## src/rtl/fpr_pkg.sv

```systemverilog
// ============================================================================
// FIFO page replacement package
// Shared widths, constants and reset values for the page replacement block.
// ============================================================================
package fpr_pkg;

	// Fixed field widths of the request and result channels and the frame count register.
	localparam int PAGE_W  = 16;
	localparam int FRAME_W = 4;
	localparam int CNT_W   = 32;
	localparam int CFG_W   = 5;

	// Default sizing of the frame set.
	localparam int FPR_MAX_FRAMES = 16;
	localparam int FPR_PAGE_BITS  = 16;

	// Frame count register value after reset.
	localparam logic [CFG_W-1:0] CFG_RESET = CFG_W'(16);

	// Saturation value of the hit and miss totals.
	localparam logic [CNT_W-1:0] CNT_MAX = '1;

endpackage

```

## src/rtl/fpr_if.sv

```systemverilog
// ============================================================================
// FIFO page replacement channels
// Valid/ready interfaces for page requests and lookup results.
// ============================================================================

// Page request channel.
interface fpr_page_if import fpr_pkg::*; ();
	logic              valid;
	logic              ready;
	logic [PAGE_W-1:0] page;

	modport source (output valid, output page, input ready);
	modport sink   (input valid, input page, output ready);
endinterface

// Lookup result channel.
interface fpr_result_if import fpr_pkg::*; ();
	logic               valid;
	logic               ready;
	logic               hit;
	logic [FRAME_W-1:0] frame_used;
	logic [CNT_W-1:0]   hit_total;
	logic [CNT_W-1:0]   miss_total;

	modport source (output valid, output hit, output frame_used, output hit_total,
		output miss_total, input ready);
	modport sink   (input valid, input hit, input frame_used, input hit_total,
		input miss_total, output ready);
endinterface

```

## src/rtl/fpr_cell.sv

```systemverilog
// ============================================================================
// FIFO page replacement frame cell
// Holds one page frame, compares it against the broadcast page and passes
// the first-match indication on to the next cell in the chain.
// ============================================================================
module fpr_cell import fpr_pkg::*; #(
	parameter int PAGE_BITS = FPR_PAGE_BITS,
	parameter int IDX_W     = 4,
	parameter int CELL_IDX  = 0
) (
	input  logic                 clk,
	input  logic                 arst_n,
	input  logic                 active,
	input  logic [PAGE_BITS-1:0] key,
	input  logic                 fill_en,
	input  logic [IDX_W-1:0]     fill_slot,
	input  logic                 found_in,
	input  logic [IDX_W-1:0]     idx_in,
	output logic                 found_out,
	output logic [IDX_W-1:0]     idx_out
);

	logic [PAGE_BITS-1:0] page_q;
	logic                 valid_q;
	logic                 match;
	logic                 load;

	// An empty or unused frame never matches.
	assign match = active & valid_q & (page_q == key);
	assign load  = fill_en & (fill_slot == IDX_W'(CELL_IDX));

	// The lowest matching frame wins: a match earlier in the chain is kept.
	assign found_out = found_in | match;
	assign idx_out   = found_in ? idx_in : IDX_W'(CELL_IDX);

	// Valid mark, cleared by reset.
	always_ff @(posedge clk or negedge arst_n) begin
		if (!arst_n) begin
			valid_q <= 1'b0;
		end else if (load) begin
			valid_q <= 1'b1;
		end
	end

	// Page contents, only read behind the valid mark.
	always_ff @(posedge clk) begin
		if (load) begin
			page_q <= key;
		end
	end

endmodule

```

## src/rtl/fifo_page_replacement.sv

```systemverilog
// Result: registered, presented in the cycle after its request is accepted.
// Throughput: one request per cycle while the result register is free or drains;
// the frame lookup is a single pass down the cell chain and the fill pointer updates in the same cycle.
// Reset: all frames are empty, the fill pointer and both totals are zero,
// and the frame count register reads 16. No clearing pass is needed.
// ============================================================================
// FIFO page replacement
// Fully associative frame set with round-robin fill and saturating totals.
// ============================================================================
module fifo_page_replacement import fpr_pkg::*; #(
	parameter int MAX_FRAMES = FPR_MAX_FRAMES,
	parameter int PAGE_BITS  = FPR_PAGE_BITS
) (
	input  logic              clk,
	input  logic              arst_n,
	fpr_page_if.sink          page_ch,
	fpr_result_if.source      result_ch,
	input  logic              cfg_we,
	input  logic [CFG_W-1:0]  cfg_wdata
);

	localparam int IDX_W = (MAX_FRAMES > 1) ? $clog2(MAX_FRAMES) : 1;
	localparam int N_W   = $clog2(MAX_FRAMES + 1);
	localparam int CMP_W = (N_W > CFG_W) ? N_W : CFG_W;

	logic [CFG_W-1:0]     frames_q;
	logic [IDX_W-1:0]     ptr_q;
	logic [CNT_W-1:0]     hit_cnt_q;
	logic [CNT_W-1:0]     miss_cnt_q;
	logic                 out_valid_q;
	logic                 hit_q;
	logic [FRAME_W-1:0]   frame_q;

	logic [CMP_W-1:0]     cfg_ext;
	logic [N_W-1:0]       n_eff;
	logic [PAGE_BITS-1:0] key;
	logic                 accept;
	logic                 miss_wr;
	logic [IDX_W-1:0]     fill_slot;
	logic [IDX_W-1:0]     ptr_next;
	logic [IDX_W-1:0]     slot;
	logic                 found_chain [0:MAX_FRAMES];
	logic [IDX_W-1:0]     idx_chain   [0:MAX_FRAMES];

	// Handshake: a new request enters while the result register is free or drains.
	assign page_ch.ready = ~out_valid_q | result_ch.ready;
	assign accept        = page_ch.valid & page_ch.ready;

	// Only the low PAGE_BITS of the page take part in the lookup.
	assign key = PAGE_BITS'(page_ch.page);

	// Effective frame count: zero acts as one, larger values clip at the maximum.
	assign cfg_ext = CMP_W'(frames_q);
	always_comb begin
		if (cfg_ext == '0) begin
			n_eff = N_W'(1);
		end else if (cfg_ext > CMP_W'(MAX_FRAMES)) begin
			n_eff = N_W'(MAX_FRAMES);
		end else begin
			n_eff = N_W'(cfg_ext);
		end
	end

	// Fill slot and pointer advance; a stale pointer beyond the count restarts at zero.
	always_comb begin
		if (N_W'(ptr_q) >= n_eff) begin
			fill_slot = '0;
		end else begin
			fill_slot = ptr_q;
		end
		if (N_W'(fill_slot) + N_W'(1) >= n_eff) begin
			ptr_next = '0;
		end else begin
			ptr_next = fill_slot + IDX_W'(1);
		end
	end

	// Chain of frame cells, searched from frame zero upward.
	assign found_chain[0] = 1'b0;
	assign idx_chain[0]   = '0;
	assign miss_wr        = accept & ~found_chain[MAX_FRAMES];

	for (genvar i = 0; i < MAX_FRAMES; i++) begin : g_cell
		fpr_cell #(
			.PAGE_BITS (PAGE_BITS),
			.IDX_W     (IDX_W),
			.CELL_IDX  (i)
		) u_cell (
			.clk       (clk),
			.arst_n    (arst_n),
			.active    (N_W'(i) < n_eff),
			.key       (key),
			.fill_en   (miss_wr),
			.fill_slot (fill_slot),
			.found_in  (found_chain[i]),
			.idx_in    (idx_chain[i]),
			.found_out (found_chain[i+1]),
			.idx_out   (idx_chain[i+1])
		);
	end

	assign slot = found_chain[MAX_FRAMES] ? idx_chain[MAX_FRAMES] : fill_slot;

	// Frame count register.
	always_ff @(posedge clk or negedge arst_n) begin
		if (!arst_n) begin
			frames_q <= CFG_RESET;
		end else if (cfg_we) begin
			frames_q <= cfg_wdata;
		end
	end

	// Fill pointer and saturating totals.
	always_ff @(posedge clk or negedge arst_n) begin
		if (!arst_n) begin
			ptr_q      <= '0;
			hit_cnt_q  <= '0;
			miss_cnt_q <= '0;
		end else if (accept) begin
			if (found_chain[MAX_FRAMES]) begin
				if (hit_cnt_q != CNT_MAX) begin
					hit_cnt_q <= hit_cnt_q + CNT_W'(1);
				end
			end else begin
				ptr_q <= ptr_next;
				if (miss_cnt_q != CNT_MAX) begin
					miss_cnt_q <= miss_cnt_q + CNT_W'(1);
				end
			end
		end
	end

	// Result valid flag.
	always_ff @(posedge clk or negedge arst_n) begin
		if (!arst_n) begin
			out_valid_q <= 1'b0;
		end else if (accept) begin
			out_valid_q <= 1'b1;
		end else if (result_ch.ready) begin
			out_valid_q <= 1'b0;
		end
	end

	// Result payload.
	always_ff @(posedge clk) begin
		if (accept) begin
			hit_q   <= found_chain[MAX_FRAMES];
			frame_q <= FRAME_W'(slot);
		end
	end

	// The totals registers hold steady while a result waits, so they drive it directly.
	assign result_ch.valid      = out_valid_q;
	assign result_ch.hit        = hit_q;
	assign result_ch.frame_used = frame_q;
	assign result_ch.hit_total  = hit_cnt_q;
	assign result_ch.miss_total = miss_cnt_q;

endmodule

```

## src/flat_wrapper.sv

```systemverilog
// flat-port wrapper written by rule: the top's interface ports become plain ports
module fifo_page_replacement_flat import fpr_pkg::*;
#(
	parameter int MAX_FRAMES = FPR_MAX_FRAMES,
	parameter int PAGE_BITS  = FPR_PAGE_BITS
)
  (clk, arst_n, cfg_we, cfg_wdata, page_ch_valid, page_ch_page, page_ch_ready, result_ch_valid, result_ch_hit, result_ch_frame_used, result_ch_hit_total, result_ch_miss_total, result_ch_ready);
  fpr_page_if page_ch_i ();
  fpr_result_if result_ch_i ();
  input  logic clk;
  input  logic arst_n;
  input  logic cfg_we;
  input  logic [CFG_W-1:0] cfg_wdata;
  input wire logic [$bits(page_ch_i.valid)-1:0] page_ch_valid;
  input wire logic [$bits(page_ch_i.page)-1:0] page_ch_page;
  output wire logic [$bits(page_ch_i.ready)-1:0] page_ch_ready;
  output wire logic [$bits(result_ch_i.valid)-1:0] result_ch_valid;
  output wire logic [$bits(result_ch_i.hit)-1:0] result_ch_hit;
  output wire logic [$bits(result_ch_i.frame_used)-1:0] result_ch_frame_used;
  output wire logic [$bits(result_ch_i.hit_total)-1:0] result_ch_hit_total;
  output wire logic [$bits(result_ch_i.miss_total)-1:0] result_ch_miss_total;
  input wire logic [$bits(result_ch_i.ready)-1:0] result_ch_ready;
  assign page_ch_i.valid = page_ch_valid;
  assign page_ch_i.page = page_ch_page;
  assign page_ch_ready = page_ch_i.ready;
  assign result_ch_valid = result_ch_i.valid;
  assign result_ch_hit = result_ch_i.hit;
  assign result_ch_frame_used = result_ch_i.frame_used;
  assign result_ch_hit_total = result_ch_i.hit_total;
  assign result_ch_miss_total = result_ch_i.miss_total;
  assign result_ch_i.ready = result_ch_ready;
  fifo_page_replacement #(.MAX_FRAMES(MAX_FRAMES), .PAGE_BITS(PAGE_BITS)) u_core (.clk(clk), .arst_n(arst_n), .page_ch(page_ch_i), .result_ch(result_ch_i), .cfg_we(cfg_we), .cfg_wdata(cfg_wdata));
endmodule
```

## config.mk

```make
export PLATFORM = sky130hd
export DESIGN_NAME = fifo_page_replacement_flat
export DESIGN_NICKNAME = d
export VERILOG_FILES = /design/src/rtl/fpr_pkg.sv /design/src/rtl/fpr_if.sv /design/src/rtl/fpr_cell.sv /design/src/rtl/fifo_page_replacement.sv /design/src/flat_wrapper.sv
export SDC_FILE = /design/constraint.sdc
export NUM_CORES = 1
export LEC_CHECK = 0
export ABC_CLOCK_PERIOD_IN_PS = 6290
export BUFFER_PORTS_ARGS = -buffer_cell sky130_fd_sc_hd__buf_2
export CAP_MARGIN = 10
export CORE_ASPECT_RATIO = 0.8
export CORE_MARGIN = 2
export CORE_UTILIZATION = 25
export DETAILED_ROUTE_END_ITERATION = 6
export PLACE_DENSITY = 0.44
export SLEW_MARGIN = 0
export SYNTH_ARGS = -nofsm -noshare
export SYNTH_HDL_FRONTEND = slang
export SYNTH_SLANG_ARGS = --single-unit
```

## constraint.sdc

```tcl
create_clock -name clk -period 6.29 [get_ports clk]
set_clock_uncertainty 0.1 [all_clocks]
set_input_delay 0.9435 -clock clk [delete_from_list [all_inputs] [get_ports clk]]
set_output_delay 0.9435 -clock clk [all_outputs]
set_load 0.01 [all_outputs]
```

After elaboration in Yosys (flattened, before gate mapping):

Index checks and enable logic that the tools add are counted.

* add/sub/neg operators: 4
* order comparisons: 19
* equality and inequality tests: 33
* muxes and demuxes: 22
* bitwise logic cells: 68
* reduce and logical (&&, ||, !) cells: 6

Operators with widths (number)
* $eq A16 B16 Y1: 16
* $mux W4: 17
* $add A32 B1 Y32 const B: 2
* $ne A32 B32 Y1 const B: 2
* $and A1 B1 Y1: 50
* $lt A4 B5 Y1 const A: 8
* $eq A4 B4 Y1 const B: 8
* $lt A3 B5 Y1 const A: 4
* $eq A4 B3 Y1 const B: 4
* $or A1 B1 Y1: 16
* $lt A1 B5 Y1 const A: 2
* $lt A2 B5 Y1 const A: 2
* $mux W5: 2
* $eq A4 B2 Y1 const B: 2
* $reduce_and A3 Y1: 2
* $add A4 B1 Y5 const B: 1
* $ge A4 B5 Y1: 1
* $ge A5 B5 Y1: 1
* $gt A5 B5 Y1 const B: 1
* $logic_not A5 Y1: 1
* $add A4 B1 Y4 const B: 1
* $eq A4 B1 Y1 const B: 1
* $logic_not A4 Y1: 1
* $mux W1: 3
* other kinds (3): 4

* bits in registers: 351
* bits of input ports: 26
* output and inout bits: 71
* word-level logic and storage cells: 191

Logic depth before layout (Yosys ltp):

* depth in word-level cells: 24
* depth in mapped cells: 22
* gate-level depth less buffers: 20

Hierarchy:

Synthesis repeated with hierarchy kept, for this count alone.

* cell total of the unflattened synthesis: 1131
* area total of the unflattened synthesis: 15761.4 um2

Modules (own cells, without submodules)
* fpr_cell (u_core.g_cell[0].u_cell ...): times used 7, cells each 46, area an instance 729.4 um2, seq. area each 505.5 um2
* fifo_page_replacement: times used 1, cells each 394, area an instance 4090.2 um2, seq. area each 2003.2 um2
* fpr_cell (u_core.g_cell[13].u_cell ...): times used 4, cells each 46, area an instance 726.9 um2, seq. area each 505.5 um2
* fpr_cell (u_core.g_cell[11].u_cell ...): times used 2, cells each 46, area an instance 733.2 um2, seq. area each 505.5 um2
* fpr_cell (u_core.g_cell[1].u_cell ...): times used 2, cells each 46, area an instance 730.7 um2, seq. area each 505.5 um2
* fpr_cell (u_core.g_cell[15].u_cell): times used 1, cells each 47, area an instance 729.4 um2, seq. area each 505.5 um2

Least setup slack after synthesis:

OpenSTA, ideal clock, no wires.

* kind: input to register
* start: input page_ch_page[13]
* end: register u_core.g_cell[14].u_cell.page_q[0] (enable)
* library setup time: 409 ps
* arrival time: 4006 ps
* required time: 5781 ps
* path slack: 1774 ps
* stages on the path: 12
* path buffers: 4
* cell sequence: buf_2 buf_4 xor2_1 nor2_1 nand4b_1 a2bb2o_1 a311oi_1 and4_4 buf_6 nand2_1 buf_2 nor3_1

* cells in the longest elaborated chain, start to end: 20
* elaborated cells on any way between the ends: 50
* those cells by class: 16 x eq/ne; 34 x bitwise

RTL lines
* start, declared: RTL line flat_wrapper.sv:15 `input wire logic [$bits(page_ch_i.page)-1:0] page_ch_page;`
* $eq A16 B16 Y1: RTL line fpr_cell.sv:29 `assign match = active & valid_q & (page_q == key);`
* $and A1 B1 Y1: RTL line fpr_cell.sv:29
* $or A1 B1 Y1 (14 in series): RTL line fpr_cell.sv:33 `assign found_out = found_in | match;`
* $or A1 B1 Y1 *: RTL line fpr_cell.sv:33
* $not A1 Y1 *: RTL line fifo_page_replacement.sv:81 `assign miss_wr = accept & ~found_chain[MAX_FRAMES];`
* $and A1 B1 Y1 *: RTL line fifo_page_replacement.sv:81
* $and A1 B1 Y1 *: RTL line fpr_cell.sv:30 `assign load = fill_en & (fill_slot == IDX_W'(CELL_IDX));`
* net u_core.g_cell[14].u_cell.load: RTL line fpr_cell.sv:26 `logic load;`
* end signal, assigned: RTL line fpr_cell.sv:48 `page_q <= key;`
* end, declared: RTL line fpr_cell.sv:23 `logic [PAGE_BITS-1:0] page_q;`

The timed path passes the listed nets; every way through them passes the cells marked *.
A chain may end at the register's enable or synchronous reset.

Worst setup path after layout:

* start: register u_core.frames_q[1] (netlist: u_core.cfg_ext[1])
* end: register u_core.g_cell[0].u_cell.page_q[9] (enable)

* cells in the longest elaborated chain, start to end: 24
* elaborated cells on any way between the ends: 73
* those cells by class: 18 x order compare; 3 x mux; 50 x bitwise; 2 x reduce/logical

RTL lines
* start, declared: RTL line fifo_page_replacement.sv:26 `logic [CFG_W-1:0] frames_q;`
* start signal, assigned: RTL line fifo_page_replacement.sv:109 `frames_q <= cfg_wdata;`
* $gt A5 B5 Y1: RTL line fifo_page_replacement.sv:57 `end else if (cfg_ext > CMP_W'(MAX_FRAMES)) begin`
* $mux W5: RTL line fifo_page_replacement.sv:57
* $mux W5 *: RTL line fifo_page_replacement.sv:55 `if (cfg_ext == '0) begin`
* $lt A1 B5 Y1: RTL line fifo_page_replacement.sv:91 `.active (N_W'(i) < n_eff),`
* $and A1 B1 Y1 (2 in series): RTL line fpr_cell.sv:29
* $or A1 B1 Y1 (15 in series): RTL line fpr_cell.sv:33
* $not A1 Y1: RTL line fifo_page_replacement.sv:81
* $and A1 B1 Y1: RTL line fifo_page_replacement.sv:81
* $and A1 B1 Y1 *: RTL line fpr_cell.sv:30
* net u_core.g_cell[0].u_cell.load: RTL line fpr_cell.sv:26
* end signal, assigned: RTL line fpr_cell.sv:48
* end, declared: RTL line fpr_cell.sv:23

Marked as above.

==> run metrics <==
DIE AREA=67550 um^2; Fmax achieved=210.4 MHz; WP data arrival=4.83 ns; crit end category=flip-flop; most frequent cells after synthesis=261 x edfxtp_1, 186 x xnor2_1, 127 x xor2_1; Top Ports=97; RSZ-0062 raised after global routing=no; Pre-antenna DRT Iters=5; number of port buffers=96; # DRC=0; flop and latch count out of synthesis=351; post-synth top area cell=edfxtp_1; CP Launch Type=flip-flop; Hold WC Path Type=input port to asynchronous set/reset pin; Via Count=10445; CTS sink cnt=351; Slew HR=24.60%; P&R area growth vs syn=17.86%; sequential area share after synthesis=61.65%; vias in the first global route=10248; final global-route overflow total=0; warnings from Yosys=0; EDFF count, synth=261; outcome=complete, no violations; R2R setup slack=1.54 ns; Total Power=5.806 mW; Final HPWL DP=32250 um; hold_ws=0.2460 ns; DIE HEIGHT=232.9 um; Clock Latency Late Sink=0.57 ns; PD cells=300.9 nW/um^2; Slowest-stage cell, CP=and2_1; CTS tree=done; # rows=83; Crit path max-delay family=simple AND/OR/NAND/NOR gates; DRT antenna net count=0; Post-Route WL=46390 um; clock buffer depth=3; clk slew on worst S/H paths=0.07 ns; maxcap violations=0; WP buf/inv=1; Post-Syn Nets=1285; clock network fraction of design power=38.8%; DR WL/cell=20.54 um; fraction of registers with async set/reset=25.64%; nets=1419; RD Place Congestion=0.7968; final instance area=19290 um^2; most frequent cell after synthesis=edfxtp_1; total core area=64490 um^2; period utilization=75.58%; Top FF cell, synth=edfxtp_1; combinational share of power=13.4%; Tightest Pin Transition=1.127 ns; Tmin final=4.754 ns; antenna violations before repair=0; Synth area leaders=edfxtp_1 48%, dfrtp_1 14%, xnor2_1 10%, xor2_1 6.8%, nand4_1 2.9%; CTS hold repair buffers=0; ANT cells=0; final setup violation count=0; mean post-synth cell area=13.15 um^2; layout cells sized above 1=16.54%; worst vdd ir=0.1659 mV; H-Tree Depth=2; 1st-iter DRT viols=867; Pleak=6.928 nW; Synth top area share=47.88%; slowest stage delay, CP=0.81 ns; Syn Inst Count=1245; setup_tns=0 ns; Finished Layout Cells=2259; post-synthesis cell type count=60; clock root cell=clkbuf_16; critical-path maximum fanout=16; GRT Overall Usage=13.66%; crit-path cells=buf_4, nor3_1, nand3_1, nand4b_1, a2bb2o_1, a311oi_1, nand4_2, nor3_1, and2_1; internal power=4.199 mW; first-pass GRT wire length=69070 um; Placed Cells=2186; post_cts resized=0; CP required=6.36 ns; critical path's most frequent cell=nor3_1; maximum number of pins on one net before global-route repair=55; sw frac=27.68%; mapped cell area=16370 um^2; Initial Util=25.38%; sw power=1.607 mW; Post-CTS Setup Inserts=0; sequential share of power=47.8%; CP Class=flip-flop to flip-flop; via/cell ratio=4.624; Placed Area=18040 um^2; chip width=290.1 um; CTS buffer count=40; Hold Fails Final Rpt=0; Final Max Slew Viols=0
final timing paths:
check                                                       startpoint                                           to  cells after the start
min                                                             arst_n   u_core.result_ch.hit_total[17]$_DFFE_PN0P_                      1
max in group asynchronous                                       arst_n  u_core.result_ch.miss_total[12]$_DFFE_PN0P_                      2
max reg2reg                              u_core.cfg_ext[1]$_DFFE_PN0P_  u_core.g_cell[0].u_cell.page_q[9]$_DFFE_PP_                      9
min reg2reg                u_core.g_cell[7].u_cell.valid_q$_DFFE_PN0P_  u_core.g_cell[7].u_cell.valid_q$_DFFE_PN0P_                      1
min in group clk           u_core.g_cell[7].u_cell.valid_q$_DFFE_PN0P_  u_core.g_cell[7].u_cell.valid_q$_DFFE_PN0P_                      1
max                                      u_core.cfg_ext[1]$_DFFE_PN0P_  u_core.g_cell[0].u_cell.page_q[9]$_DFFE_PP_                      9
cell type report:
cell class	count	area, um^2
repair buffers	146	899.6
clock buffers	55	1087
well taps	850	1064
flip-flops and latches	351	10090
multi-input cells	826	5943
clock inverters	17	153.9
inverters	14	52.55
fillers	6496	45200
power by group through the flow:
| stage | Clock, mW | Sequential [mW] | Combinational (mW) |
|---|---|---|---|
| finish | 2.25 | 2.78 | 0.777 |
| floorplan | 0 | 2.78 | 0.477 |
| detailed placement | 0 | 2.82 | 0.781 |
| global route | 2.41 | 2.80 | 0.857 |
| CTS | 2.32 | 2.78 | 0.785 |
| global placement | 0 | 2.82 | 0.779 |
metal layers:
layer / up-vias / GRT usage [%] / routed length (um) / share of wire [%]
li1: 4816 / - / - / -
met1: 5299 / 21.18 / 23850 / 51
met2: 280 / 19.59 / 19600 / 42
met3: 50 / 2.130 / 2281 / 4.9
met4: 0 / 3.271 / 657 / 1.4
met5: - / 0 / 0 / 0
flip-flops by register name (all words and copies together), names as in the netlist:
signal                        cells
u_core.g_cell.u_cell.page_q     256
u_core.result_ch.hit_total       32
u_core.result_ch.miss_total      32
u_core.g_cell.u_cell.valid_q     16
u_core.cfg_ext                    5
u_core.ptr_q                      4
u_core.result_ch.frame_used       4
u_core.result_ch.hit              1
u_core.result_ch.valid            1
metrics by stage:
step / util, % / worst slack (ns)
final: 29.91 / 1.536
after global routing: 29.91 / 1.107
after CTS: 29.90 / 1.076
after detailed placement: 27.97 / 0.8693
after global placement: 27.97 / 0.9998
after floorplan: - / 1.774
logic make-up (layout without fill, tap and decap cells):
group / Yosys count / in the layout / share of synthesized area, %
AOI/OAI and AO/OA: 60 / 60 / 2.538
xor gates and xnor gates: 319 / 319 / 17.34
adders and majority gates: 14 / 14 / 1.070
buffers and inverters: 68 / 232 / 2.163
DFF: 351 / 351 / 61.65
muxes: 9 / 9 / 0.6191
and+or+nand+nor: 424 / 424 / 14.62
cells in the final DEF (no fill, tap or decap), types with 9 or more instances in the layout:
cell type and n:
inv_1 13, nor2_1 39, edfxtp_1 261, buf_4 47
or3_1 9, nand2b_1 10, nand2_1 64, clkbuf_16 40
a21o_1 12, and3_1 24, buf_2 95, or4_1 15
ha_1 14, o31ai_1 11, nor3_1 35, nand4_1 75
dfrtp_1 89, xnor2_1 186, and2_1 17, xor2_1 127
nor4_1 39, o21ai_0 9, nand3_1 53, clkbuf_1 12
(Power assumes the default switching activity.)
